`src/sv/rgb_conv3x3_sobel_clamp_top_macros.svh`:
```
// Assertion helpers for the Sobel block.
`ifndef RGB_CONV3X3_SOBEL_CLAMP_TOP_MACROS_SVH
`define RGB_CONV3X3_SOBEL_CLAMP_TOP_MACROS_SVH
`ifndef ASSERT_OFF
`define ASSERT_ALWAYS(name, clk, rst, cond) \
   name: assert property (@(posedge clk) disable iff (rst) (cond)) \
      else $error("assertion failed");
`define ASSERT_IMPLY(name, clk, rst, ante, cons) \
   name: assert property (@(posedge clk) disable iff (rst) (ante) |-> (cons)) \
      else $error("assertion failed");
`define ASSERT_AFTER3(name, clk, rst, ante, cons) \
   name: assert property (@(posedge clk) disable iff (rst) (ante) |-> ##3 (cons)) \
      else $error("assertion failed");
`else
`define ASSERT_ALWAYS(name, clk, rst, cond)
`define ASSERT_IMPLY(name, clk, rst, ante, cons)
`define ASSERT_AFTER3(name, clk, rst, ante, cons)
`endif
`endif

```
`src/sv/rcs_pkg.sv`:
```
`timescale 1ns / 1ps

package rcs_pkg;

   typedef struct packed {
      logic [7:0] blue_in;
      logic [7:0] green_in;
      logic [7:0] red_in;
   } req_type;

   typedef struct packed {
      logic [7:0]  blue_out;
      logic [7:0]  green_out;
      logic [7:0]  red_out;
      logic [11:0] out_row;
      logic [10:0] out_col;
      logic        frame_last;
   } rsp_type;

   typedef struct packed {
      logic [11:0] out_row;
      logic [10:0] out_col;
      logic        frame_last;
   } meta_type;

   localparam int OQ_DEPTH = 8;
   localparam int OQ_PTR_W = 3;
   localparam int OQ_LVL_W = 4;

   typedef struct packed {
      logic                full;
      logic [OQ_LVL_W-1:0] level;
   } oq_status_type;

   localparam int PIX_W = 24;
   localparam int CH_W  = 8;

   localparam logic [11:0] WIDTH_RESET  = 12'd640;
   localparam logic [12:0] HEIGHT_RESET = 13'd480;
   localparam int          MIN_DIM      = 3;
   localparam logic [12:0] MAX_HEIGHT   = 13'd4096;

   localparam logic REG_FRAME_WIDTH  = 1'b0;
   localparam logic REG_FRAME_HEIGHT = 1'b1;

endpackage

```
`src/sv/rcs_lane.sv`:
```
`timescale 1ns / 1ps

module rcs_lane (
   input  logic                            clock,
   input  logic                            reset,
   input  logic                            in_valid,
   input  logic [2:0][rcs_pkg::CH_W-1:0]   top_row,
   input  logic [2:0][rcs_pkg::CH_W-1:0]   bot_row,
   output logic                            out_valid,
   output logic [rcs_pkg::CH_W-1:0]        out_value
);

   logic [9:0]              pos_sum;
   logic [9:0]              neg_sum;
   logic [10:0]             diff;
   logic [rcs_pkg::CH_W-1:0] clamp_val;
   logic                    valid_ff;
   logic [rcs_pkg::CH_W-1:0] value_ff;

   always_comb begin
      pos_sum = {2'b00, bot_row[0]} + {1'b0, bot_row[1], 1'b0} + {2'b00, bot_row[2]};
      neg_sum = {2'b00, top_row[0]} + {1'b0, top_row[1], 1'b0} + {2'b00, top_row[2]};
      diff    = {1'b0, pos_sum} - {1'b0, neg_sum};
      if (diff[10]) begin
         clamp_val = '0;
      end else if (diff[9:8] != 2'b00) begin
         clamp_val = '1;
      end else begin
         clamp_val = diff[7:0];
      end
   end

   always_ff @(posedge clock) begin
      if (reset) begin
         valid_ff <= 1'b0;
      end else begin
         valid_ff <= in_valid;
      end
   end

   always_ff @(posedge clock) begin
      value_ff <= clamp_val;
   end

   assign out_valid = valid_ff;
   assign out_value = value_ff;

endmodule

```
`config.mk`:
```
export PLATFORM = sky130hd
export DESIGN_NAME = rcs_lane
export DESIGN_NICKNAME = d
export VERILOG_FILES = /design/src/sv/rgb_conv3x3_sobel_clamp_top_macros.svh /design/src/sv/rcs_pkg.sv /design/src/sv/rcs_lane.sv
export SDC_FILE = /design/constraint.sdc
export NUM_CORES = 1
export LEC_CHECK = 0
export BUFFER_PORTS_ARGS = -buffer_cell sky130_fd_sc_hd__buf_2
export CAP_MARGIN = 20
export CORE_ASPECT_RATIO = 1.2
export CORE_UTILIZATION = 45
export CTS_CLUSTER_DIAMETER = 50
export DETAILED_ROUTE_END_ITERATION = 7
export GPL_ROUTABILITY_DRIVEN = 0
export MAX_ROUTING_LAYER = met4
export PLACE_DENSITY = 0.81
export REMOVE_ABC_BUFFERS = 1
export SLEW_MARGIN = 20
export SYNTH_ARGS = -nofsm -noshare
export SYNTH_HDL_FRONTEND = slang
export SYNTH_SLANG_ARGS = --single-unit
```
`constraint.sdc`:
```
create_clock -name clock -period 3.16 [get_ports clock]
set_input_delay 0.158 -clock clock [delete_from_list [all_inputs] [get_ports clock]]
set_output_delay 0.158 -clock clock [all_outputs]
set_load 0.02 [all_outputs]
```
# Word-level counts from Yosys, hierarchy flattened
# Index checks and enable logic that the tools add are counted.
[totals]
output_inout_bits = 9
latchBits = 0
mem_bits_rw = 0
inputBits = 51
romBits = 0
mem_count = 0
regBits = 9
[classes]
bitwise = 0
n_lt_le_gt_ge = 0
div = 0
n_addsub = 5
mul = 0
mux = 1
n_shift = 0
reduce_logical = 1
n_eq_ne = 0
[op_table]
columns = ["operator", "n"]
rows = [
  ["10-bit by 8-bit adder with 10-bit output", 2],
  ["8-bit by 9-bit adder with 10-bit output", 2],
  ["10-bit by 10-bit subtractor with 11-bit output", 1],
  ["8-bit 2-to-1 mux", 1],
  ["2-bit nonzero test", 1],
]

# Logic depth before layout (Yosys ltp)
[depth]
ltp_word = 5
ltp_mapped = 15

# Worst setup path before layout
# Ideal clock, no wire load.
[synth_timing]
kind = "input port to flip-flop"
start = "input top_row[2] (netlist bit)"
end = "register value_ff (netlist bit out_value[4])"
stages = 12
setup_slack_ns = -0.161
setup_ns = 0.136
arrival_time_ns = 3.185
required_time_ns = 3.024
cell_sequence = "inv_1 > fa_1 > fa_1 > inv_1 > fa_1 > inv_1 > ha_1 > a211oi_2 > o21ai_1 > a221o_1 > a21oi_4 > a31oi_1"
[synth_via]
elab_chain_cells = 5
[synth_lines]
columns = ["item", "line_no", "text"]
rows = [
  ["from (decl)", "rcs_lane.sv:7", "input logic [2:0][rcs_pkg::CH_W-1:0] top_row,"],
  ["8-bit by 9-bit adder with 10-bit output *", "rcs_lane.sv:22", "neg_sum = {2'b00, top_row[0]} + {1'b0, top_row[1], 1'b0} + {2'b00, top_row[2]};"],
  ["10-bit by 8-bit adder with 10-bit output *", "rcs_lane.sv:22", ""],
  ["10-bit by 10-bit subtractor with 11-bit output *", "rcs_lane.sv:23", "diff = {1'b0, pos_sum} - {1'b0, neg_sum};"],
  ["2-bit nonzero test", "rcs_lane.sv:26", "end else if (diff[9:8] != 2'b00) begin"],
  ["8-bit 2-to-1 mux", "rcs_lane.sv:26", ""],
  ["to (signal assigned)", "rcs_lane.sv:42", "value_ff <= clamp_val;"],
  ["to (decl)", "rcs_lane.sv:18", "logic [rcs_pkg::CH_W-1:0] value_ff;"],
]
# Mark *: on every way between the ends. The rest lies on a longest branch, timed or not.
# A chain may end at the register's enable or synchronous reset.

# Worst setup path after layout
[layout_timing]
start = "input bot_row[19] (netlist bit)"
end = "register value_ff (netlist bit out_value[0])"
[layout_via]
elab_chain_cells = 4
[layout_lines]
columns = ["item", "line_no", "text"]
rows = [
  ["from (decl)", "rcs_lane.sv:8", "input logic [2:0][rcs_pkg::CH_W-1:0] bot_row,"],
  ["10-bit by 8-bit adder with 10-bit output *", "rcs_lane.sv:21", "pos_sum = {2'b00, bot_row[0]} + {1'b0, bot_row[1], 1'b0} + {2'b00, bot_row[2]};"],
  ["10-bit by 10-bit subtractor with 11-bit output *", "rcs_lane.sv:23", ""],
  ["2-bit nonzero test", "rcs_lane.sv:26", ""],
  ["8-bit 2-to-1 mux", "rcs_lane.sv:26", ""],
]
# Marked as above.

==> results.py <==
metrics = {
    "outcome": {
        "status": "finished, final reports clean",
    },
    "cts": {
        "clkTransAtPathRegs_ns": 0.04,
        "cts_buffer_depth": 2,
        "cts_tree": "done",
        "numCtsBuffers": 3,
        "cts_sinks": 9,
        "htreeDepth": 1,
        "hold_buffers": 0,
        "ctsRootBufferMaster": "clkbuf_8",
    },
    "layout": {
        "area_growth_pct": 43.83,
        "drive_above_1_share_pct": 40.94,
        "instances_no_fill": 291,
        "fillers": 268,
        "fin_nets": 349,
        "num_antenna_cells": 0,
    },
    "placed_design": {
        "hpwl_mm": 2.580,
        "port-buffer-count": 59,
        "dp.cells": 285,
    },
    "floorplanning": {
        "start_util_pct": 46.78,
        "core-area_um2": 3338,
        "ios": 60,
        "die_area_um2": 3711,
        "rows": 23,
        "die-width_um": 55.78,
        "dieHeight_um": 66.53,
    },
    "power": {
        "p_int_mw": 1.194,
        "power_mw": 2.168,
        "max-vdd-ir-drop_mv": 0.6435,
        "switchingPower_mw": 0.9742,
        "p_comb_share_pct": 85.5,
        "p_sw_share_pct": 44.93,
        "pwr-share-seq_pct": 8.4,
        "p_leak_nw": 1.271,
        "power_density_nw_per_um2": 965.4,
        "p_clk_share_pct": 6.1,
    },
    "yosys": {
        "synthArstFlopShare_pct": 0,
        "synth_top_cell_by_area": "fa_1",
        "avgSynthCellArea_um2": 9.026,
        "ys_top_cells_by_area": "fa_1 (40%), inv_1 (19%), dfxtp_1 (12%)",
        "synth_area_um2": 1561,
        "synthCells": 173,
        "synth-seq-cells": 9,
        "seq_area_frac_synth_pct": 11.54,
        "synth_edf_count": 0,
        "yosysTopAreaCellShare_pct": 39.74,
        "synthTopCellsByCount": "inv_1 (78), fa_1 (31), ha_1 (12)",
        "ys.flop_type": "dfxtp_1",
        "ys_types": 30,
        "yosysWarnings": 0,
        "synth_most_common_cell": "inv_1",
    },
    "sta": {
        "setup_violations": 0,
        "worstMarginPinSlew_ns": 0.2449,
        "rsz0062_at_grt": "yes",
        "max_slew_margin_pct": 83.64,
        "final_max_slew_viol_count": 0,
        "finalHoldViolations": 0,
        "clock.fmax_ghz": 0.3176,
        "fin_crit_sh_pct": 99.63,
        "fin_crit_ns": 3.148,
    },
    "setup_path": {
        "worstSetupStartpointType": "input pin",
        "path_max_fanout": 8,
        "worstPathRequired_ns": 3.26,
        "path_class": "input pin to register",
        "cp-end-kind": "register",
        "worstPathArrival_ns": 3.25,
    },
    "grt": {
        "grt_pass1_vias": 1375,
        "grt_first_pass_wirelength_mm": 5.292,
        "antenna_found_initial": 0,
        "track_usage_pct": 18.61,
        "grt_overflow_total": 0,
        "grt_max_degree": 9,
    },
    "drt": {
        "drt-total-wl_mm": 3.250,
        "final_antenna_net_count": 0,
        "vias": 1354,
        "detail_route.first_pass.iterations": 4,
        "drc_errors": 0,
        "dr.first_iter.drc_count": 28,
        "routed_via_density": 4.653,
        "routedWlPerCell_um": 11.17,
    },
    "job": {
        "cap_violations": 0,
    },
    "min_path": {
        "hp-class": "input pin to register",
        "holdPathStages": 2,
    },
}
## cell usage in the layout (no fill, tap or decap), types with 3 or more instances in the layout
cell      instances
a21oi_1           3
a31oi_1           7
buf_2            56
buf_4            16
buf_6             5
clkbuf_8          3
dfxtp_1           9
fa_1             30
ha_1              6
ha_4              5
inv_1            75
inv_2             3
o21ai_0           3
## repair_timing
action | in CTS | in global routing
endpoints found under the setup margin | 8 | 8
gates cloned | 0 | 0
gates resized for setup | 9 | 19
pin swaps | 17 | 18
setup buffers | 1 | 1
## worst max-delay path: stages
cell	delay [ns]
buf_6	0.09
fa_1	0.50
fa_1	0.55
inv_1	0.05
fa_1	0.50
inv_2	0.06
ha_4	0.22
buf_6	0.11
o211ai_1	0.19
o21ai_1	0.11
a221o_1	0.36
a21oi_4	0.27
a31oi_1	0.07
## area by class of cell
class / count / area (um^2) / share of cell area [%]
Multi-Input combinational cell: 86 / 1225 / 54.54
Timing Repair Buffer: 77 / 456.7 / 20.33
Tap cell: 37 / 46.29 / 2.061
Inverter: 78 / 292.8 / 13.04
Clock buffer: 4 / 45.04 / 2.006
Sequential cell: 9 / 180.2 / 8.022
## kinds of logic (layout without fill, tap and decap cells)
group	Yosys count	in the layout	share of synthesized area [%]
AO/OA/AOI/OAI	31	31	14.18
adder cells (fa/ha/maj)	43	43	49.36
XOR/XNOR	4	4	2.725
AND/OR/NAND/NOR	8	8	3.446
flip-flops	9	9	11.54
buffers and inverters	78	159	18.75
## metal layers
layer / vias to the layer above / wire [um] / GRT usage [%]
li1: 670 / - / -
met1: 631 / 1104 / 17.25
met2: 49 / 1974 / 40.51
met3: 4 / 151 / 2.913
met4: 0 / 19 / 1.875
met5: - / 0 / -
## metrics by stage
step | setup WS [ns] | hold slack [ns] | TNS, ns | cell area (um^2) | util, %
after floorplan | -0.1612 | 0.2296 | -1.276 | 1562 | -
after global placement | -0.2821 | 0.3127 | -2.148 | 2023 | 60.61
after CTS | -0.03042 | 0.07623 | -0.03042 | 2122 | 63.57
final | 0.01176 | 0.08359 | 0 | 2246 | 67.28
after detailed placement | -0.3522 | 0.3186 | -2.480 | 2023 | 60.61
after global routing | -0.1011 | 0.08638 | -0.7338 | 2246 | 67.28
## state kept, by name, summed over array words and instances, names as in the netlist
| signal | count |
|---|---|
| out_value | 8 |
| out_valid | 1 |
## path summary, 6_finish.rpt
check	startpoint	endpoint	slack, ns
max	bot_row[19]	out_value[0]	0.01
min	reset	out_valid	0.08
## power groups by stage
| stage | Combinational [mW] | Clock (mW) | Sequential [mW] |
|---|---|---|---|
| after floorplan | 0.881 | 0 | 0.251 |
| after global placement | 1.41 | 0 | 0.184 |
| after detailed placement | 1.46 | 0 | 0.184 |
| after CTS | 1.55 | 0.135 | 0.182 |
| after global routing | 2.06 | 0.143 | 0.188 |
| final | 1.85 | 0.132 | 0.182 |
Power figures use the tool's default switching activity.
