===== src/sv/rgb_conv3x3_sobel_clamp_top_macros.svh =====
// Assertion helpers for the Sobel block.
`ifndef RGB_CONV3X3_SOBEL_CLAMP_TOP_MACROS_SVH
`define RGB_CONV3X3_SOBEL_CLAMP_TOP_MACROS_SVH
`ifndef ASSERT_OFF
`define ASSERT_ALWAYS(name, clk, rst, cond) \
   name: assert property (@(posedge clk) disable iff (rst) (cond)) \
      else $error("assertion failed");
`define ASSERT_IMPLY(name, clk, rst, ante, cons) \
   name: assert property (@(posedge clk) disable iff (rst) (ante) |-> (cons)) \
      else $error("assertion failed");
`define ASSERT_AFTER3(name, clk, rst, ante, cons) \
   name: assert property (@(posedge clk) disable iff (rst) (ante) |-> ##3 (cons)) \
      else $error("assertion failed");
`else
`define ASSERT_ALWAYS(name, clk, rst, cond)
`define ASSERT_IMPLY(name, clk, rst, ante, cons)
`define ASSERT_AFTER3(name, clk, rst, ante, cons)
`endif
`endif


===== src/sv/rcs_pkg.sv =====
`timescale 1ns / 1ps

package rcs_pkg;

   typedef struct packed {
      logic [7:0] blue_in;
      logic [7:0] green_in;
      logic [7:0] red_in;
   } req_type;

   typedef struct packed {
      logic [7:0]  blue_out;
      logic [7:0]  green_out;
      logic [7:0]  red_out;
      logic [11:0] out_row;
      logic [10:0] out_col;
      logic        frame_last;
   } rsp_type;

   typedef struct packed {
      logic [11:0] out_row;
      logic [10:0] out_col;
      logic        frame_last;
   } meta_type;

   localparam int OQ_DEPTH = 8;
   localparam int OQ_PTR_W = 3;
   localparam int OQ_LVL_W = 4;

   typedef struct packed {
      logic                full;
      logic [OQ_LVL_W-1:0] level;
   } oq_status_type;

   localparam int PIX_W = 24;
   localparam int CH_W  = 8;

   localparam logic [11:0] WIDTH_RESET  = 12'd640;
   localparam logic [12:0] HEIGHT_RESET = 13'd480;
   localparam int          MIN_DIM      = 3;
   localparam logic [12:0] MAX_HEIGHT   = 13'd4096;

   localparam logic REG_FRAME_WIDTH  = 1'b0;
   localparam logic REG_FRAME_HEIGHT = 1'b1;

endpackage


===== src/sv/rcs_outq.sv =====
`timescale 1ns / 1ps

module rcs_outq (
   input  logic                       clock,
   input  logic                       reset,
   input  logic                       push,
   input  logic [rcs_pkg::CH_W-1:0]   blue,
   input  logic [rcs_pkg::CH_W-1:0]   green,
   input  logic [rcs_pkg::CH_W-1:0]   red,
   input  rcs_pkg::meta_type          meta,
   input  logic [1:0]                 pipe_count,
   output rcs_pkg::oq_status_type     status,
   output logic                       rsp_valid,
   input  logic                       rsp_stall,
   output rcs_pkg::rsp_type           rsp_data
);

   rcs_pkg::rsp_type               entry_ff [rcs_pkg::OQ_DEPTH];
   rcs_pkg::rsp_type               merged;
   logic [rcs_pkg::OQ_PTR_W-1:0]   wr_ptr_ff, wr_ptr_in;
   logic [rcs_pkg::OQ_PTR_W-1:0]   rd_ptr_ff, rd_ptr_in;
   logic [rcs_pkg::OQ_LVL_W-1:0]   level_ff, level_in;
   logic [rcs_pkg::OQ_LVL_W-1:0]   committed;
   logic                           pop;

   // merge the three channel lanes with the position tags
   always_comb begin
      merged.blue_out   = blue;
      merged.green_out  = green;
      merged.red_out    = red;
      merged.out_row    = meta.out_row;
      merged.out_col    = meta.out_col;
      merged.frame_last = meta.frame_last;
   end

   assign pop       = (level_ff != '0) && !rsp_stall;
   assign wr_ptr_in = push ? wr_ptr_ff + 1'b1 : wr_ptr_ff;
   assign rd_ptr_in = pop ? rd_ptr_ff + 1'b1 : rd_ptr_ff;
   assign level_in  = level_ff + {{(rcs_pkg::OQ_LVL_W-1){1'b0}}, push}
                               - {{(rcs_pkg::OQ_LVL_W-1){1'b0}}, pop};

   always_ff @(posedge clock) begin
      if (reset) begin
         wr_ptr_ff <= '0;
         rd_ptr_ff <= '0;
         level_ff  <= '0;
      end else begin
         wr_ptr_ff <= wr_ptr_in;
         rd_ptr_ff <= rd_ptr_in;
         level_ff  <= level_in;
      end
   end

   always_ff @(posedge clock) begin
      if (push) begin
         entry_ff[wr_ptr_ff] <= merged;
      end
   end

   // items still in the pipe already own a slot
   assign committed   = level_ff + {{(rcs_pkg::OQ_LVL_W-2){1'b0}}, pipe_count};
   assign status.full  = committed >= rcs_pkg::OQ_LVL_W'(rcs_pkg::OQ_DEPTH);
   assign status.level = level_ff;

   assign rsp_valid = level_ff != '0;
   assign rsp_data  = entry_ff[rd_ptr_ff];

endmodule


===== config.mk =====
export PLATFORM = sky130hd
export DESIGN_NAME = rcs_outq
export DESIGN_NICKNAME = d
export VERILOG_FILES = /design/src/sv/rgb_conv3x3_sobel_clamp_top_macros.svh /design/src/sv/rcs_pkg.sv /design/src/sv/rcs_outq.sv
export SDC_FILE = /design/constraint.sdc
export NUM_CORES = 1
export LEC_CHECK = 0
export BUFFER_PORTS_ARGS = -buffer_cell sky130_fd_sc_hd__buf_2
export CAP_MARGIN = 25
export CORE_AREA = 2 2 193 138
export CTS_CLUSTER_SIZE = 40
export DETAILED_ROUTE_END_ITERATION = 12
export DIE_AREA = 0 0 195 140
export HOLD_SLACK_MARGIN = 0.05
export PLACE_DENSITY = 0.79
export SYNTH_ARGS = -nofsm -noshare
export SYNTH_HDL_FRONTEND = slang
export SYNTH_SLANG_ARGS = --single-unit

===== constraint.sdc =====
create_clock -name clock -period 10.3 [get_ports clock]
set_input_delay 1.545 -clock clock [delete_from_list [all_inputs] [get_ports clock]]
set_output_delay 1.545 -clock clock [all_outputs]
set_load 0.02 [all_outputs]

Yosys cells after proc, flatten, opt, wreduce, memory -nomap -nowiden
Memories as Yosys holds them, arrays and structs flattened. A register that Yosys moved wholly into a read port is not among the register bits.
Index checks and enable logic that the tools add are counted.
Widths: inputs -> output; s select.
{"block": "op_classes", "addsub": 5, "n_lt_le_gt_ge": 1, "mux": 4, "reduce_logical": 3}
{"operator": "$add 3x1->3 const B", "n": 2}
{"operator": "$mux 3", "n": 2}
{"operator": "$add 4x1->4", "n": 1}
{"operator": "$add 4x2->4", "n": 1}
{"operator": "$ge 4x4->1 const B", "n": 1}
{"operator": "$reduce_bool 4->1", "n": 1}
{"operator": "$sub 4x1->4", "n": 1}
{"operator": "$mux 1", "n": 2}
{"operator": "$logic_and 1x1->1", "n": 1}
{"operator": "$logic_not 1->1", "n": 1}
{"block": "totals", "reg_bits": 10, "mem_bits_rw": 384, "input_bits": 54, "out_inout_bits": 54, "elab_cells": 17, "n_memories": 1}
{"name": "entry_ff", "words": 8, "width": 48, "read_ports": 1, "rd_ports_with_merged_regs": 1, "wr": 1, "line_no": "rcs_outq.sv:18", "source": "rcs_pkg::rsp_type entry_ff [rcs_pkg::OQ_DEPTH];"}

Depth between registers and ports, before layout
Gate-level depths: netlist of run 1.
{"block": "depth", "word_depth": 4, "depth_mapped": 9, "mapped_depth_nobuf": 9}

Worst setup path before layout of run 1
Ideal clock, no wire load.
{"block": "synth_path", "kind": "input port to flip-flop", "start": "in push", "end": "mem entry_ff[0][0] in the netlist's numbering (enable)", "setup_ns": 0.513, "t_arrival_ns": 4.917, "required_time_ns": 9.787, "setup_slack_ns": 4.870, "cell_stages": 2, "path_buffers": 0, "path_cell_list": "nand2b_1 nor3_1"}
{"block": "synth_between", "elab_chain_len": 2}
{"element": "start, declared", "line_no": "rcs_outq.sv:6", "source": "input logic push,"}
{"element": "$mux 1", "line_no": "rcs_outq.sv:55", "source": "if (push) begin"}
{"element": "$mux 1 (implied by the code)", "line_no": "rcs_outq.sv:56", "source": "entry_ff[wr_ptr_ff] <= merged;"}
{"element": "end, declared", "line_no": "rcs_outq.sv:18"}
Every way passes these cells.

==> results of run 1 <==
## through the flow
stage | setup WS (ns) | power [uW]
2_1_floorplan | 4.87 | 2300
3_3_place_gp | 5.70 | 2430
3_5_place_dp | 5.65 | 2450
4_1_cts | 5.06 | 3820
5_1_grt | 5.26 | 3930
6_report | 5.50 | 3790
## cell families (layout without fill, tap and decap cells)
| kind of cell | count (synthesis) | count (layout) |
|---|---|---|
| adder cells (fa/ha/maj) | 9 | 9 |
| flip-flops | 397 | 397 |
| AND/OR/NAND/NOR | 32 | 32 |
| AO/OA/AOI/OAI | 13 | 13 |
| multiplexers | 145 | 145 |
| XOR/XNOR | 4 | 4 |
| buffers and inverters | 32 | 192 |
| other | 0 | 4 |
## layout by cell type, fill, tap and decap left out, types with 2 or more instances in the layout
master / n
clkbuf_1: 8
mux2_4: 40
dfxtp_1: 10
a21oi_1: 9
nand2_1: 5
nor2b_1: 2
edfxtp_1: 384
nor3_2: 2
nand2b_1: 5
mux2_2: 8
inv_6: 2
mux4_2: 93
inv_1: 4
diode_2: 4
nor2_4: 6
buf_2: 107
clkbuf_16: 39
o21ai_0: 3
buf_4: 12
bufinv_16: 5
clkinv_1: 6
ha_1: 8
dfxtp_4: 3
mux4_1: 3
or3_1: 3
buf_16: 2
clkinv_2: 5
xnor2_1: 3
nor2_1: 6
## synthesized netlist by cell type
| master | count |
|---|---|
| mux2_4 | 40 |
| mux2_2 | 8 |
| mux4_2 | 93 |
| fa_1 | 1 |
| xnor2_1 | 3 |
| o21ai_0 | 3 |
| inv_1 | 4 |
| nor2b_1 | 2 |
| or3b_2 | 1 |
| nand2_1 | 5 |
| mux2i_1 | 1 |
| nand3_1 | 1 |
| buf_2 | 12 |
| buf_6 | 1 |
| nor2_1 | 12 |
| nand2b_1 | 5 |
| ha_1 | 8 |
| or3_1 | 3 |
| edfxtp_1 | 384 |
| a31o_2 | 1 |
| buf_12 | 5 |
| xor2_1 | 1 |
| nor3_1 | 2 |
| dfxtp_1 | 13 |
| a21oi_1 | 9 |
| nor3b_1 | 1 |
| clkbuf_1 | 10 |
| mux4_1 | 3 |
## where the power goes
part	leakage (uW)	internal (uW)	switching [uW]
Clock	0.000603	819	553
Combinational	0.00151	270	280
Sequential	0.00360	1820	48.4
## registers in the layout (all words and copies together) (netlist names), named ones only
register and flops:
entry_ff 384, wr_ptr_ff 3, rd_ptr_ff 3, level_ff 4
## per-layer routing
layer  part of all wire  up-vias
met1               0.41     3503
met3              0.067       42
met2               0.51      202
met5                  0        -
li1                   -     2944
met4              0.014        0
## final timing paths
path / to / start / cells past startpoint
worst max-delay path: rsp_data[31] / flop / 5
worst min-delay path: flop / rd_ptr_ff[1] / 2
worst max register to register: level_ff[1] / level_ff[2] / 8
worst min register to register: flop / rd_ptr_ff[1] / 2
## tightest hold or removal path, delay by kind of cell, from the launching register on
family,cells,cell delay [ns]
flip-flops,1,0.32
AO/OA/AOI/OAI,2,0.17
## final cells by class
cell class                      instances  area [um2]  share of cell area
Tap cell                              331         414              0.0237
Antenna cell                            4        10.0            0.000573
Multi-Input combinational cell        203        3310               0.189
Clock inverter                         19         224              0.0128
Clock buffer                           47        1010              0.0576
Sequential cell                       397       11800               0.675
Timing Repair Buffer                  122         692              0.0396
Inverter                                4        15.0            0.000859
==> summary.md, run 1 <==
| Metric | Value |
|---|---|
| Outcome | `completed` |
| Clock skew | `0.0124 ns` |
| Vias/cell | `a little under 6` |
| Largest family of logic cells by synthesized area | `multiplexers` |
| Gr usage total | `0.213` |
| RSZ-0062 raised after global routing | `no` |
| Vias in the first global route | `7235` |
| Clock Latency Late Sink | `0.52 ns` |
| P&R area growth vs syn | `14.4%` |
| Placed Area | `16200 um2` |
| Yosys top cell by area | `edfxtp_1` |
| H-tree level count | `2` |
| Final Critical Period | `approximately 4.8 ns` |
| Post-Synth Simple-Gate Area | `0.0103` |
| Clock Tree Buf Depth | `3` |
| Cell family with most CP delay | `flip-flops` |
| Site Rows | `49` |
| Final Hold Viols | `0` |
| Crit-path max FO | `45` |
| Die Y-Extent | `between 100 and 150 um` |
| Cell area after synthesis | `15300 um2` |
| DRT iter0 DRCs | `619` |
| TritonCTS clock tree | `done` |
| Crit path arrival time | `between 3 and 4 ns` |
| XOR/XNOR Fraction of Synth Area | `0.00229` |
| First-pass GRT wire length | `43200 um` |
| MaxCap Viol Count | `0` |
| Startpoint types | `flop` |
| Root buffer cell | `clkbuf_16` |
| Die W | `approximately 200 um` |
| Vias | `6691` |
| Hpwl dp | `15200 um` |
| Remaining antenna violation count after routing | `0` |
| Flop-to-flop setup slack | `approximately 7.8 ns` |
| Largest net degree at the start of global routing | `53` |
| Post-route insts no fill | `1127` |
| Flops & latches, synth | `between 300 and 400` |
| Worst hold path class | `reg -> reg` |
| Placed cells | `around 1100` |
| Mapped Nets | `695` |
| Yosys cell types | `28` |
| Worst path bufs/invs | `3` |
| Leakage Power | `about 0.0057 uW` |
| Critical Path End Type | `output pin` |
| Worst slew margin | `0.395` |
| Fmax achieved | `208 MHz` |
| Syn avg cell area | `24.2 um2` |
| CP required | `8.76 ns` |
| Die area | `27300 um2` |
| Crit-path cells | `buf_4, buf_16, mux4_1, mux2_4, buf_2` |
| Crit path largest cell delay | `about 0.9 ns` |
| M3 GR Usage | `0.0532` |
| I/O Buffers | `107` |
| Power density cells | `around 220 nW/um2` |
| Mux cell area share after synthesis | `0.188` |
| Initial Util | `0.602` |
| Peak supply drop | `0.174 mV` |
| Clock Sinks | `397` |
| I/O pin cnt | `108` |
| Routing usage on met1 | `0.284` |
| Synthesis warning total | `0` |
| Total negative slack | `0 ns` |
| GR Util met2 | `0.362` |
| Overflow after GRT | `0` |
| Clock transition at the registers of the reported paths | `0.06 ns` |
| Sequential area share after synthesis | `0.772` |
| TritonRoute pass-1 iters | `4` |
| Adder-cell share of the synthesized area | `0.00787` |
| Final Max Tran Viols | `0` |
| Critical path type | `reg -> out` |
| Mapped Cells | `about 630` |
| Gpl congestion | `between 0.7 and 0.8` |
| Fin util | `0.688` |
| Tcrit/Tclk final | `0.466` |
| Fillers | `1527` |
| Worst hold slack | `0.539 ns` |
| Total CTS buffers | `37` |
| Hold-fix buffers, CTS | `0` |
| Setup Fix Bufs, Post-CTS | `0` |
| Initial antenna violation count | `4` |
| Core Region | `25400 um2` |
| Compound-cell area share of the yosys netlist | `0.00451` |
| DR WL/cell | `25.0 um` |
| Slowest CP cell | `dfxtp_4` |
| Tightest Pin Transition | `0.905 ns` |
| DRC | `0` |
| Nets | `a little over 800` |
| Cell area after layout | `17500 um2` |
| Share of cells above drive strength 1 | `0.414` |
| Top cells by area, synth | `edfxtp_1, mux4_2, mux2_4, dfxtp_1, buf_12` |
| Global route hottest layer | `met2` |
| Cts repair resizes | `0` |
| Yosys top cell area share | `0.755` |
| Total wire length | `roughly 28000 um` |
| Final setup violating endpoints | `0` |
Power figures use the tool's default switching activity.
==> run 2, diff against run 1 <==
--- a/config.mk
+++ b/config.mk
@@ -7,12 +7,12 @@
 export LEC_CHECK = 0
 export BUFFER_PORTS_ARGS = -buffer_cell sky130_fd_sc_hd__buf_2
 export CAP_MARGIN = 25
-export CORE_AREA = 2 2 193 138
+export CORE_AREA = 2 2 204 146
 export CTS_CLUSTER_SIZE = 40
 export DETAILED_ROUTE_END_ITERATION = 12
-export DIE_AREA = 0 0 195 140
+export DIE_AREA = 0 0 206 148
 export HOLD_SLACK_MARGIN = 0.05
-export PLACE_DENSITY = 0.79
+export PLACE_DENSITY = 0.75
 export SYNTH_ARGS = -nofsm -noshare
 export SYNTH_HDL_FRONTEND = slang
 export SYNTH_SLANG_ARGS = --single-unit
==> constraint.sdc (replaced) <==
create_clock -name clock -period 4.23 [get_ports clock]
set_input_delay 0.6345 -clock clock [delete_from_list [all_inputs] [get_ports clock]]
set_output_delay 0.6345 -clock clock [all_outputs]
set_load 0.02 [all_outputs]
==> run 2 against run 1 <==
  * Sequential power increased by 140%
  * Critical endpoint is now rsp_data[19]
  * Critical path depth decreased by 1
  * Routed wire length increased by 3.0%
  * Design area increased by 0.24%
  * Largest power group unchanged
  * Global-route usage decreased by 1.7 points
  * Final cell count increased by 4.1%
  * Sequential share of layout area decreased by 0.16 points
  * Clock power increased by 120%
==> summary.md, run 2 (synthesized netlist as in run 1, its figures left out) <==
| Metric | Value |
|---|---|
| Outcome | `completed` |
| Tcrit/Tclk final | `0.803` |
| Setup Fix Bufs, Post-CTS | `0` |
| Pwr Total | `8980 uW` |
| Cts repair resizes | `0` |
| Total negative slack | `0 ns` |
| Clock Sinks | `397` |
| Worst hold path class | `in -> reg` |
| Largest register FFs | `384` |
| FF-to-FF Start | `level_ff[2]` |
| Part of the power in combinational logic | `0.152` |
| Final Max Tran Viols | `0` |
| Slowest CP cell | `dfxtp_4` |
| P&R area growth vs syn | `14.7%` |
| I/O Buffers | `107` |
| Power share of the clock group | `0.342` |
| Crit-path max FO | `34` |
| Tightest Pin Transition | `0.917 ns` |
| Clock skew | `0.00940 ns` |
| Crit path largest cell delay | `0.79 ns` |
| Overflow after GRT | `0` |
| Total CTS buffers | `37` |
| Switching share of power | `0.237` |
| Startpoint types | `flop` |
| Die area | `30500 um2` |
| Largest registers | `entry_ff (384), level_ff (4)` |
| Total wire length | `29100 um` |
| MaxCap Viol Count | `0` |
| Gr usage total | `0.197` |
| Final Hold Viols | `0` |
| Net Switching | `between 2000 and 2500 uW` |
| Vias/cell | `5.79` |
| Largest net degree at the start of global routing | `56` |
| Fmax achieved | `294 MHz` |
| Peak supply drop | `0.410 mV` |
| Hold-fix buffers, CTS | `0` |
| CP required | `roughly 3.6 ns` |
| Clock Latency Late Sink | `0.52 ns` |
| WHS Endpoint | `entry_ff[1][22]` |
| Worst hold slack | `0.380 ns` |
| H-tree level count | `2` |
| Vias in the first global route | `7223` |
| Initial antenna violation count | `6` |
| Fillers | `1922` |
| Worst slew margin | `0.387` |
| Leakage Power | `0.00566 uW` |
| Crit path arrival time | `2.76 ns` |
| Die Y-Extent | `between 100 and 150 um` |
| Clock Tree Buf Depth | `3` |
| Worst reg2reg path endpoint | `level_ff[2]` |
| Crit-path cells | `buf_4, mux4_2, mux2_4, buf_2` |
| TritonRoute pass-1 iters | `5` |
| Post-route setup slack | `0.832 ns` |
| Critical Path End Type | `output pin` |
| Clock transition at the registers of the reported paths | `0.06 ns` |
| Final Critical Period | `approximately 3.4 ns` |
| Biggest register | `entry_ff` |
| I/O pin cnt | `roughly 110` |
| Initial Util | `0.536` |
| DR WL/cell | `24.8 um` |
| Power density cells | `513 nW/um2` |
| TritonCTS clock tree | `done` |
| Critical path type | `reg -> out` |
| Cell area after layout | `17500 um2` |
| RSZ-0062 raised after global routing | `no` |
| DRC | `0` |
| Core Region | `28500 um2` |
| Remaining antenna violation count after routing | `0` |
| Min-Delay Startpoint | `meta[22]` |
| Share of cells above drive strength 1 | `0.408` |
| Most common cell after layout, fill and taps aside | `edfxtp_1` |
| First-pass GRT wire length | `43600 um` |
| Placed Area | `16400 um2` |
| Nets | `slightly above 800` |
| Hpwl dp | `16100 um` |
| Vias | `6796` |
| Int Pwr | `6860 uW` |
| Final setup violating endpoints | `0` |
| Flop pwr share | `0.506` |
| Root buffer cell | `clkbuf_16` |
| DRT iter0 DRCs | `525` |
| Flop-to-flop setup slack | `1.69 ns` |
| Site Rows | `52` |
| Die W | `206 um` |
| DP Worst Slack | `1.30 ns` |
| Min-Delay Path Depth | `1` |
| Gpl congestion | `0.733` |
| Reg2Reg Depth | `9` |
| Most frequent cells in the layout | `edfxtp_1, buf_2, mux4_2, mux2_4, clkbuf_16` |
-- run 2: changes by cell type in the layout (fill, tap and decap cells not counted), moves of 2 or more --
cell,previous run,this run
buf_12,0,9
buf_4,12,6
bufinv_16,5,2
clkbuf_1,8,11
clkbuf_16,39,37
clkbuf_8,0,2
inv_6,2,0
nor3_2,2,0
nor3_4,0,2
-- run 2: how the worst max path moves through the flow --
stage	from	to
global placement	flop	rsp_data[31]
global route	flop	rsp_data[19]
CTS	flop	rsp_data[19]
floorplan	push	entry_ff[2][0]
finish	flop	rsp_data[19]
detailed placement	flop	rsp_data[19]
-- run 2: critical path, delay by kind of cell, from the launching register on --
family,cells,cell delay [ns]
mux,2,0.85
flops,1,0.79
buf+inv,2,0.60
-- run 2: layout make-up --
class                           count  area, um2  share of cell area
Antenna cell                        5       12.5            0.000714
Clock inverter                     13        106             0.00607
Multi-Input combinational cell    203       3320               0.190
Inverter                            4       15.0            0.000857
Clock buffer                       50        995              0.0568
Sequential cell                   397      11800               0.674
Tap cell                          378        473              0.0270
Timing Repair Buffer              123        788              0.0450
-- run 2: per-layer routing --
metal,share of wire,global-route usage
met5,0.00045,0
met4,0.024,0.0604
met1,0.43,0.277
met3,0.064,0.0489
met2,0.48,0.309
-- run 2: power groups by stage --
stage               registers (uW)  clock network [uW]  logic, uW
floorplan                     4570                   0       1030
global placement              4670                   0       1270
detailed placement            4640                   0       1370
CTS                           4550                3130       1380
global route                  4560                3280       1460
finish                        4550                3070       1360
-- run 2: through the flow --
stage / cells / util
detailed placement: 1105 / 0.576
global route: 1170 / 0.614
finish: 1173 / 0.615
floorplan: 632 / -
global placement: 1104 / 0.575
CTS: 1168 / 0.614
==> run 3, diff against run 2 <==
==> constraint.sdc (replaced) <==
create_clock -name clock -period 2.9 [get_ports clock]
set_input_delay 0.435 -clock clock [delete_from_list [all_inputs] [get_ports clock]]
set_output_delay 0.435 -clock clock [all_outputs]
set_load 0.02 [all_outputs]
==> run 3 against run 2 <==
  * Combinational power is 50% higher
  * Sequential share of layout area stayed put
  * Die area stayed put
  * Flip-flop and latch count stayed put
  * Highest routed layer unchanged
  * Sequential power is 45% higher
  * Largest power group unchanged
  * Register-to-register slack worse by 1.3 ns
  * Core utilization stayed put
  * Setup slack worse by 0.71 ns
  * First-iteration DRC count is 15% lower
==> summary.md, run 3 (synthesized netlist as in run 1, its figures left out) <==
| Metric | Value |
|---|---|
| Clock transition at the registers of the reported paths | `approximately 0.060 ns` |
| Final setup violating endpoints | `0` |
| Crit-path cells | `buf_16, mux4_1, mux2_4, buf_2` |
| Startpoint types | `flop` |
| TritonRoute pass-1 iters | `4` |
| Nets | `834` |
| Power density cells | `between 700 and 800 nW/um2` |
| DRT iter0 DRCs | `445` |
| Fin util | `0.615` |
| First-pass GRT wire length | `42800 um` |
| H-tree level count | `2` |
| Die area | `30500 um2` |
| Cts repair resizes | `0` |
| Placed cells | `1110` |
| MaxCap Viol Count | `0` |
| Die Y-Extent | `148 um` |
| Peak supply drop | `around 0.55 mV` |
| I/O pin cnt | `108` |
| Vias | `6698` |
| Hpwl dp | `about 16000 um` |
| Vias in the first global route | `7109` |
| Slowest CP cell | `mux4_1` |
| Worst slew margin | `0.481` |
| Total wire length | `28600 um` |
| P&R area growth vs syn | `14.7%` |
| Critical Path End Type | `output pin` |
| Final Hold Viols | `0` |
| Crit path largest cell delay | `0.62 ns` |
| Largest register FFs | `between 300 and 400` |
| Vias/cell | `5.69` |
| Crit-path max FO | `54` |
| Min-Delay Path Depth | `1` |
| Share of cells above drive strength 1 | `0.414` |
| Crit path arrival time | `approximately 2.4 ns` |
| Outcome | `completed` |
| Most frequent cells in the layout | `edfxtp_1, buf_2, mux4_2, mux2_4, clkbuf_16` |
| Gpl congestion | `0.761` |
| Gr usage total | `0.193` |
| Overflow after GRT | `0` |
| Biggest register | `entry_ff` |
| CP required | `2.47 ns` |
| Root buffer cell | `clkbuf_16` |
| Clock Sinks | `slightly below 400` |
| Final Critical Period | `2.78 ns` |
| Final Max Tran Viols | `0` |
| Largest net degree at the start of global routing | `97` |
| Site Rows | `52` |
| DRC | `0` |
| Clock skew | `0.00641 ns` |
| Largest registers | `entry_ff (384), level_ff (4)` |
| Fmax achieved | `360 MHz` |
| Leakage Power | `0.00569 uW` |
| I/O Buffers | `approximately 110` |
| Most common cell after layout, fill and taps aside | `edfxtp_1` |
| Die W | `approximately 200 um` |
| Initial antenna violation count | `8` |
| Total CTS buffers | `37` |
| Tightest Pin Transition | `between 0.7 and 0.8 ns` |
| Setup Fix Bufs, Post-CTS | `0` |
| Initial Util | `0.536` |
| Worst hold path class | `in -> reg` |
| Remaining antenna violation count after routing | `0` |
| Fillers | `slightly below 2000` |
| DR WL/cell | `roughly 24 um` |
| Clock Tree Buf Depth | `3` |
| Hold-fix buffers, CTS | `0` |
| Tcrit/Tclk final | `0.959` |
| Worst hold slack | `0.178 ns` |
| TritonCTS clock tree | `done` |
| Core Region | `28500 um2` |
| Reg2Reg Depth | `9` |
| Critical path type | `reg -> out` |
| Post-route insts no fill | `approximately 1200` |
| Clock Latency Late Sink | `between 0.5 and 0.6 ns` |
## run 3: cell types whose count changed in the layout (fill, tap and decap cells not counted), sizes merged
cell / change
buf: +5
clkbuf: -4
bufinv: +2
clkinv: +1
clkinvlp: +1
## run 3: per-layer routing
layer  track usage  up-vias  part of all wire
met5             0        -            0.0013
met4        0.0568        6             0.020
met3        0.0527       54             0.071
met2         0.316      206              0.50
met1         0.257     3482              0.41
li1              -     2950                 -
## run 3: area by class of cell
cell class	count	area, um2	area share
flip-flops and latches	397	11800	0.674
multi-input cells	203	3320	0.190
clock buffers	46	960	0.0548
repair buffers	128	751	0.0429
well taps	378	473	0.0270
clock inverters	17	179	0.0102
inverters	4	15.0	0.000857
diodes	5	12.5	0.000714
## run 3: worst max-delay path, delay by kind of cell, from the launching register on
family                 cells  cell delay (ns)
buffers and inverters      2             0.49
DFF                        1             0.38
muxes                      2             0.90
## run 3: metrics by stage
stage,power (uW),instance area (um2),TNS (ns),setup WS [ns]
6_report,13200,17500,0,0.120
5_1_grt,13700,17500,-0.00108,-0.00108
4_1_cts,13400,17500,0,0.0406
3_5_place_dp,8760,16400,0,0.428
3_3_place_gp,8670,16400,0,0.656
2_1_floorplan,8160,15300,-31.14,-0.132
## run 3: path summary, 6_finish.rpt
check	startpoint	endpoint	slack, ns
setup reg to reg	level_ff[2]	level_ff[2]	0.40
setup / recovery	flop	rsp_data[38]	0.12
hold reg to reg	rd_ptr_ff[2]	flop	0.50
hold / removal	meta[1]	entry_ff[5][1]	0.18
## run 3: power breakdown
part	internal, uW	switching, uW	total (uW)
Sequential	6470	108	6580
Clock	2690	1930	4620
Combinational	965	1080	2040
